[config.mk]
export PLATFORM = sky130hd
export DESIGN_NAME = urt_ctrl
export DESIGN_NICKNAME = d
export VERILOG_FILES = /design/src/rtl/core/urt_pkg.sv /design/src/rtl/core/urt_ctrl.sv
export SDC_FILE = /design/constraint.sdc
export NUM_CORES = 1
export LEC_CHECK = 0
export ABC_CLOCK_PERIOD_IN_PS = 1900
export BUFFER_PORTS_ARGS = -buffer_cell sky130_fd_sc_hd__buf_2
export CAP_MARGIN = 20
export CORE_ASPECT_RATIO = 0.9
export CORE_MARGIN = 5
export CORE_UTILIZATION = 49
export CTS_CLUSTER_SIZE = 16
export DETAILED_ROUTE_END_ITERATION = 10
export GPL_TIMING_DRIVEN = 0
export MAX_ROUTING_LAYER = met4
export PLACE_DENSITY = 0.79
export RECOVER_POWER = 25
export SETUP_SLACK_MARGIN = 0.3
export SYNTH_ARGS = -nofsm -noshare
export SYNTH_HDL_FRONTEND = slang
export SYNTH_SLANG_ARGS = --single-unit
[constraint.sdc]
create_clock -name clock -period 1.9 [get_ports clock]
set_input_delay 0 -clock clock [delete_from_list [all_inputs] [get_ports clock]]
set_output_delay 0 -clock clock [all_outputs]
set_load 0.02 [all_outputs]
[src/rtl/core/urt_pkg.sv]
`timescale 1ns / 1ps
`default_nettype none
// ----------------------------------------------------------------------------
// urt_pkg
// shared widths, codes, reset values and controller/datapath bundles
// ----------------------------------------------------------------------------
package urt_pkg;

   localparam int MAX_REGIONS_DEF = 64;
   localparam int PAGE_BYTES_DEF  = 4096;

   localparam int ADDR_W     = 64;
   localparam int LEN_W      = 64;
   localparam int VA_W       = 48;
   localparam int END_W      = 49;
   localparam int COMMIT_W   = 24;
   localparam int PROT_W     = 5;
   localparam int STATUS_W   = 3;
   localparam int MODE_W     = 2;
   localparam int CSR_IDX_W  = 2;
   localparam int CSR_DATA_W = 48;
   localparam int WALK_W     = 50;

   localparam logic [MODE_W-1:0] MODE_ALLOC = 2'd0;
   localparam logic [MODE_W-1:0] MODE_FREE  = 2'd1;
   localparam logic [MODE_W-1:0] MODE_PROBE = 2'd2;

   localparam logic [STATUS_W-1:0] ST_OK       = 3'd0;
   localparam logic [STATUS_W-1:0] ST_INVALID  = 3'd1;
   localparam logic [STATUS_W-1:0] ST_NORES    = 3'd2;
   localparam logic [STATUS_W-1:0] ST_CONFLICT = 3'd3;
   localparam logic [STATUS_W-1:0] ST_DENIED   = 3'd4;

   localparam logic [PROT_W-1:0] PROT_WRITABLE = 5'h12;
   localparam logic [PROT_W-1:0] PROT_ANY      = 5'h1F;

   localparam logic [CSR_IDX_W-1:0] CSR_CANONICAL_TOP = 2'd0;
   localparam logic [CSR_IDX_W-1:0] CSR_COMMIT_LIMIT  = 2'd1;
   localparam logic [CSR_IDX_W-1:0] CSR_COPY_LIMIT    = 2'd2;
   localparam logic [CSR_IDX_W-1:0] CSR_HEAP_BASE     = 2'd3;

   localparam logic [VA_W-1:0]     TOP_RESET   = 48'h7FFF_FFFF_FFFF;
   localparam logic [COMMIT_W-1:0] LIMIT_RESET = 24'd8192;
   localparam logic [VA_W-1:0]     COPY_RESET  = 48'd1048576;
   localparam logic [VA_W-1:0]     HEAP_RESET  = 48'h0000_1000_0000;

   typedef struct packed {
      logic                capture;
      logic                prep;
      logic                check;
      logic                scan_clr;
      logic                rd;
      logic                idx_inc;
      logic                st_ld;
      logic [STATUS_W-1:0] st_code;
      logic                commit;
      logic                advance;
      logic                free_hit;
      logic                move_rd;
      logic                move_wr;
      logic                load_out;
   } cmd_type;

   typedef struct packed {
      logic [MODE_W-1:0]   mode;
      logic                chk_fail;
      logic [STATUS_W-1:0] chk_code;
      logic                deny;
      logic                walk_done;
      logic                scan_end;
      logic                hit;
      logic                prot_ok;
      logic                out_free;
   } sts_type;

endpackage
`default_nettype wire

[src/rtl/core/urt_ctrl.sv]
`timescale 1ns / 1ps
`default_nettype none
// ----------------------------------------------------------------------------
// urt_ctrl
// sequencer for alloc, free and probe over the region table
// ----------------------------------------------------------------------------
module urt_ctrl (
   input  wire logic             clock,
   input  wire logic             reset,
   input  wire logic             req_valid,
   output logic                  req_ready,
   input  wire urt_pkg::sts_type sts,
   output urt_pkg::cmd_type      cmd
);

   typedef enum logic [8:0] {
      S_IDLE    = 9'b0_0000_0001,
      S_PREP    = 9'b0_0000_0010,
      S_CHECK   = 9'b0_0000_0100,
      S_RD      = 9'b0_0000_1000,
      S_CMP     = 9'b0_0001_0000,
      S_WALK    = 9'b0_0010_0000,
      S_MOVE_RD = 9'b0_0100_0000,
      S_MOVE_WR = 9'b0_1000_0000,
      S_DONE    = 9'b1_0000_0000
   } state_type;

   state_type state_ff, state_in;

   always_ff @(posedge clock) begin
      if (reset) begin
         state_ff <= S_IDLE;
      end else begin
         state_ff <= state_in;
      end
   end

   assign req_ready = (state_ff == S_IDLE);

   always_comb begin
      state_in = state_ff;
      cmd      = '0;
      unique case (state_ff)
         S_IDLE: begin
            if (req_valid) begin
               cmd.capture = 1'b1;
               state_in    = S_PREP;
            end
         end
         S_PREP: begin
            cmd.prep = 1'b1;
            state_in = S_CHECK;
         end
         S_CHECK: begin
            cmd.check = 1'b1;
            priority if (sts.mode == urt_pkg::MODE_ALLOC) begin
               if (sts.chk_fail) begin
                  cmd.st_ld   = 1'b1;
                  cmd.st_code = sts.chk_code;
                  state_in    = S_DONE;
               end else begin
                  cmd.scan_clr = 1'b1;
                  state_in     = S_RD;
               end
            end else if (sts.mode == urt_pkg::MODE_FREE) begin
               cmd.scan_clr = 1'b1;
               state_in     = S_RD;
            end else if (sts.mode == urt_pkg::MODE_PROBE) begin
               if (sts.deny) begin
                  cmd.st_ld   = 1'b1;
                  cmd.st_code = urt_pkg::ST_DENIED;
                  state_in    = S_DONE;
               end else if (sts.walk_done) begin
                  cmd.st_ld   = 1'b1;
                  cmd.st_code = urt_pkg::ST_OK;
                  state_in    = S_DONE;
               end else begin
                  cmd.scan_clr = 1'b1;
                  state_in     = S_RD;
               end
            end else begin
               cmd.st_ld   = 1'b1;
               cmd.st_code = urt_pkg::ST_INVALID;
               state_in    = S_DONE;
            end
         end
         S_RD: begin
            if (sts.scan_end) begin
               cmd.st_ld = 1'b1;
               state_in  = S_DONE;
               priority if (sts.mode == urt_pkg::MODE_ALLOC) begin
                  cmd.commit  = 1'b1;
                  cmd.st_code = urt_pkg::ST_OK;
               end else if (sts.mode == urt_pkg::MODE_FREE) begin
                  cmd.st_code = urt_pkg::ST_INVALID;
               end else begin
                  cmd.st_code = urt_pkg::ST_DENIED;
               end
            end else begin
               cmd.rd   = 1'b1;
               state_in = S_CMP;
            end
         end
         S_CMP: begin
            if (!sts.hit) begin
               cmd.idx_inc = 1'b1;
               state_in    = S_RD;
            end else begin
               priority if (sts.mode == urt_pkg::MODE_ALLOC) begin
                  cmd.st_ld   = 1'b1;
                  cmd.st_code = urt_pkg::ST_CONFLICT;
                  state_in    = S_DONE;
               end else if (sts.mode == urt_pkg::MODE_FREE) begin
                  cmd.free_hit = 1'b1;
                  state_in     = S_MOVE_RD;
               end else if (!sts.prot_ok) begin
                  cmd.st_ld   = 1'b1;
                  cmd.st_code = urt_pkg::ST_DENIED;
                  state_in    = S_DONE;
               end else begin
                  cmd.advance = 1'b1;
                  state_in    = S_WALK;
               end
            end
         end
         S_WALK: begin
            if (sts.walk_done) begin
               cmd.st_ld   = 1'b1;
               cmd.st_code = urt_pkg::ST_OK;
               state_in    = S_DONE;
            end else begin
               cmd.scan_clr = 1'b1;
               state_in     = S_RD;
            end
         end
         S_MOVE_RD: begin
            cmd.move_rd = 1'b1;
            state_in    = S_MOVE_WR;
         end
         S_MOVE_WR: begin
            cmd.move_wr = 1'b1;
            cmd.st_ld   = 1'b1;
            cmd.st_code = urt_pkg::ST_OK;
            state_in    = S_DONE;
         end
         S_DONE: begin
            if (sts.out_free) begin
               cmd.load_out = 1'b1;
               state_in     = S_IDLE;
            end
         end
         default: begin
            state_in = S_IDLE;
         end
      endcase
   end

endmodule
`default_nettype wire

### Word-level counts from Yosys, hierarchy flattened

Cells that the tools add are included.

| storage, ports and cells | value |
|---|---|
| word-level logic and storage cells | 71 |
| register bits after elaboration | 9 |
| output and inout bits | 17 |
| input port bits | 15 |

| operators by class | value |
|---|---|
| equality and inequality tests | 13 |
| reductions and logical operators | 2 |
| multiplexer cells | 55 |

Operator list:

| kind | count |
|---|---|
| $mux W9 | 13 |
| $pmux W9 S9 | 1 |
| $mux W4 | 10 |
| $mux W1 | 23 |
| $pmux W4 S5 | 1 |
| $eq A9 B1 Y1 const B | 1 |
| $eq A9 B2 Y1 const B | 1 |
| $eq A9 B3 Y1 const B | 1 |
| $eq A9 B4 Y1 const B | 1 |
| $eq A9 B5 Y1 const B | 1 |
| $eq A9 B6 Y1 const B | 1 |
| $eq A9 B7 Y1 const B | 1 |
| $eq A9 B8 Y1 const B | 1 |
| $eq A9 B9 Y1 const B | 1 |
| $mux W2 | 3 |
| $mux W3 | 2 |
| $mux W5 | 1 |
| $ne A2 B2 Y1 const B | 2 |
| $eq A2 B1 Y1 const B | 1 |
| $eq A2 B2 Y1 const B | 1 |
| $logic_not A2 Y1 | 1 |
| $pmux W1 S2 | 1 |
| $reduce_and A2 Y1 | 1 |

### Logic depth before layout (Yosys ltp)

| logic depth | value |
|---|---|
| word-level depth | 6 |
| gate-level depth with buffers | 7 |
| gate-level depth less buffers | 6 |

### Worst setup path before layout

Ideal clock, no wire load.

| timing | value |
|---|---|
| kind | register to register |
| start | register state_ff[2] |
| end | register state_ff[1] |
| library setup time | 0.065 ns |
| arrival time | 1.767 ns |
| buffers on the path | 1 |
| required time | 1.835 ns |
| period minus slack after synthesis | 1.833 ns |
| stages on the path, launching flop included | 6 |
| setup slack | 0.067 ns |
| cells stage by stage | dfxtp_1 -> buf_6 -> or4b_1 -> nor3_2 -> and2_1 -> nor2b_1 |

| between the ends | value |
|---|---|
| longest elaborated chain between the ends | 3 |
| elaborated cells on any way between the ends | 13 |
| classes of those cells | eq/ne (11); mux (1); reduce/logical (1) |

RTL lines:

| element | RTL line | text |
|---|---|---|
| start: declaration | urt_ctrl.sv:28 | `state_type state_ff, state_in;` |
| start signal: assignment | urt_ctrl.sv:34 | `state_ff <= state_in;` |
| $eq A9 B1 Y1 (*) | n/a |  |
| via req_ready | urt_ctrl.sv:11 | `output logic req_ready,` |
| $ne A2 B2 Y1 (no source line) | n/a |  |
| $reduce_and A2 Y1 (no source line) | n/a |  |

Mark *: on every way through the listed nets, which the timed path passes. The rest lies on a longest branch.
A chain may end at the register's enable or synchronous reset.

==> summary.txt <==
Core ar. - 1717 um2
RSZ-0062 raised after global routing - true
largest registers - state_ff: 9 flops
htree depth - 1
initial antenna violation count - 0
routed wire length per instance - 21.30 um
drt total wl - 3920 um
Sink Count - 9
Worst-Margin Slew - 0.5174 ns
post-synthesis sequential element count - 9
Clk Latency, worst-skew pair - 0.28 ns
IO Port Bufs - 30
number of global-route vias before repair - 991
GRT Util Overall - 22.56%
layout cells sized above 1 - 61.88%
EDFF count, synth - 0
Synth Net Count - 120
Hold Crit Class - primary input to flop
diode count - 0
YS warnings - 0
clock skew - 0.009798 ns
Async S/R FF share, synth - 0%
RR Startpoint - state_ff[5]
M1 WL - 1428 um
CTS Buf Count - 3
placer congestion estimate - 0.8501
CTS Buffer Depth - 2
largest family of logic cells by synthesized area - simple AND/OR/NAND/NOR gates
max-slew violations - 0
post-synthesis mux area share - 0%
first-pass GRT wire length - 4830 um
# setup viols final - 7
cell area after synthesis - 912.1 um2
Hold Fails Final Rpt - 0
DRC violations left - 0
Die ar. - 2826 um2
clk slew on worst S/H paths - 0.07 ns
Met2 Wirelength - 1959 um
maximum vdd ir drop - 0.4539 mV
Tmin final - 1.985 ns
met3 wire len - 352 um
crit path launch type - flop
drt first pass iters - 5
CTS root buf - clkbuf_4
hold slack - 0.1098 ns
failing checks - setup timing
CP Max Fanout - 4
worst hold path depth - 4
adder-cell area share of the yosys netlist - 5.487%
sequential fraction of the synthesis area - 19.75%
Slew headroom - 65.21%
antenna viol nets, final - 0
Synth Area in XOR/XNOR - 1.920%
synth unique cells - 50
R2R cell count - 7
I/O Pins - 32
Util after Layout - 91.40%
final setup TNS - -0.3565 ns
DIE WIDTH - 55.48 um
Largest Register - state_ff
CP Capture Type - primary output
fin nets - 180
Syn-to-layout area delta - 72.02%
final worst-path cycle share - 104.5%
Max Fclk - 503.7 MHz
Placement Setup Slack - 0.1756 ns
critical path arrival - 1.99 ns
CTS tree - done
Remaining Overflow, GRT - 0
status - finished, violations left
Primary FF master, synth - dfxtp_1
Crit Path Class - flop to primary output
required time of the critical path - 1.90 ns
Initial DRC Count - 79
Starting Density - 53.13%
post-DP HPWL - 1883 um
crit path from - state_ff[5]
Synth Area in Compound Gates - 18.66%
routed vias/inst - 6.435
simple-gate share of the synthesized area - 47.60%
max reg flops - 9
vias - 1184
R2R Setup Slk - 0.03 ns
Hold Crit Endpoint - state_ff[8]
Final WS setup - -0.08550 ns
hold path start - sts[0]
row count - 14
max-cap violation count - 0
largest net degree at the start of global routing - 11
Mapped Cells - 101
die height - 50.93 um
Syn Area/Cell - 9.031 um2
Leak - 0.6856 nW
DR top layer - met4
power per cell area - 365.9 nW/um2
r2r endpoint - state_ff[8]
[metal layers]
layer	global-route usage, %	vias to the layer above
met2	42.72	95
li1	-	501
met4	8.097	0
met1	22.86	554
met3	5.290	34
met5	-	-
[how the worst max path moves through the flow]
stage,end,slack [ns],depth (start not counted)
after floorplan,state_ff[1],0.23,5
after global routing,cmd[9],-0.13,6
after CTS,cmd[3],-0.003,4
after detailed placement,cmd[9],0.18,5
after global placement,cmd[9],0.22,5
final,cmd[9],-0.09,6
[cell usage after synthesis, types with 2 or more instances]
cell type,count,area [um2]
and2b_1,2,15.01
nor4_4,2,42.54
nor4_1,2,12.51
a211oi_1,2,15.01
nand2_1,3,11.26
a21oi_1,2,10.01
dfxtp_1,9,180.2
nor4b_1,3,26.28
nand3b_1,3,22.52
inv_1,5,18.77
or4_4,2,22.52
ha_1,4,50.05
nor2_1,12,45.04
nor4_2,2,25.02
nand3_1,3,15.01
nand2b_1,3,18.77
a31oi_1,2,12.51
and2_1,5,31.28
a221o_1,2,20.02
nor3_1,3,15.01
[report_power, final]
part	internal, mW	switching (mW)	leakage [nW]	total, mW
logic	0.105	0.112	0.593	0.217
clock network	0.0814	0.0794	0.0150	0.161
registers	0.190	0.00638	0.0774	0.196
[repair_timing]
item,CTS,global route
hold endpoints to repair,5,0
hold buffers,2,0
setup endpoints to repair,22,25
pin swaps,17,16
buffers inserted,10,13
gates resized for setup,38,25
cloned,0,0
[worst max-delay path, stage by stage (launching register included)]
cell and delay, ns:
dfxtp_4 0.37, or4b_4 0.59, buf_12 0.15, a2111oi_4 0.21, o21bai_2 0.13, nand2_1 0.12, buf_6 0.13
[metrics by stage]
step,area (um2),cells,power (mW)
2_1_floorplan,950.9,101,0.3026
3_3_place_gp,1131,155,0.3406
3_5_place_dp,1131,155,0.3465
4_1_cts,1384,171,0.5243
5_1_grt,1569,184,0.6021
6_report,1569,184,0.5741
[placed cells by master (no fill, tap or decap), types with 3 or more instances in the layout]
cell type and instances:
buf_2 14, clkbuf_4 3, nor4_4 4, nand2_1 3
dfxtp_2 4, and2_4 3, or4b_4 3, buf_4 21
dfxtp_4 4, nand3b_1 3, nor2_1 10, ha_1 4
inv_1 5, buf_6 20
[cells by family after synthesis]
group                      count (synthesis)
adders and majority gates                  4
and+or+nand+nor                           58
buffers and inverters                     10
AOI/OAI and AO/OA                         18
DFF                                        9
xor gates and xnor gates                   2
[area by class of cell]
cell class	instances	area (um2)
Fill cell	62	147.6
Inverter	5	18.77
Buffer	5	47.55
Sequential cell	9	200.2
Timing Repair Buffer	55	462.9
Multi-Input combinational cell	82	783.3
Tap cell	24	30.03
Clock buffer	4	26.28
(Power assumes the default switching activity.)
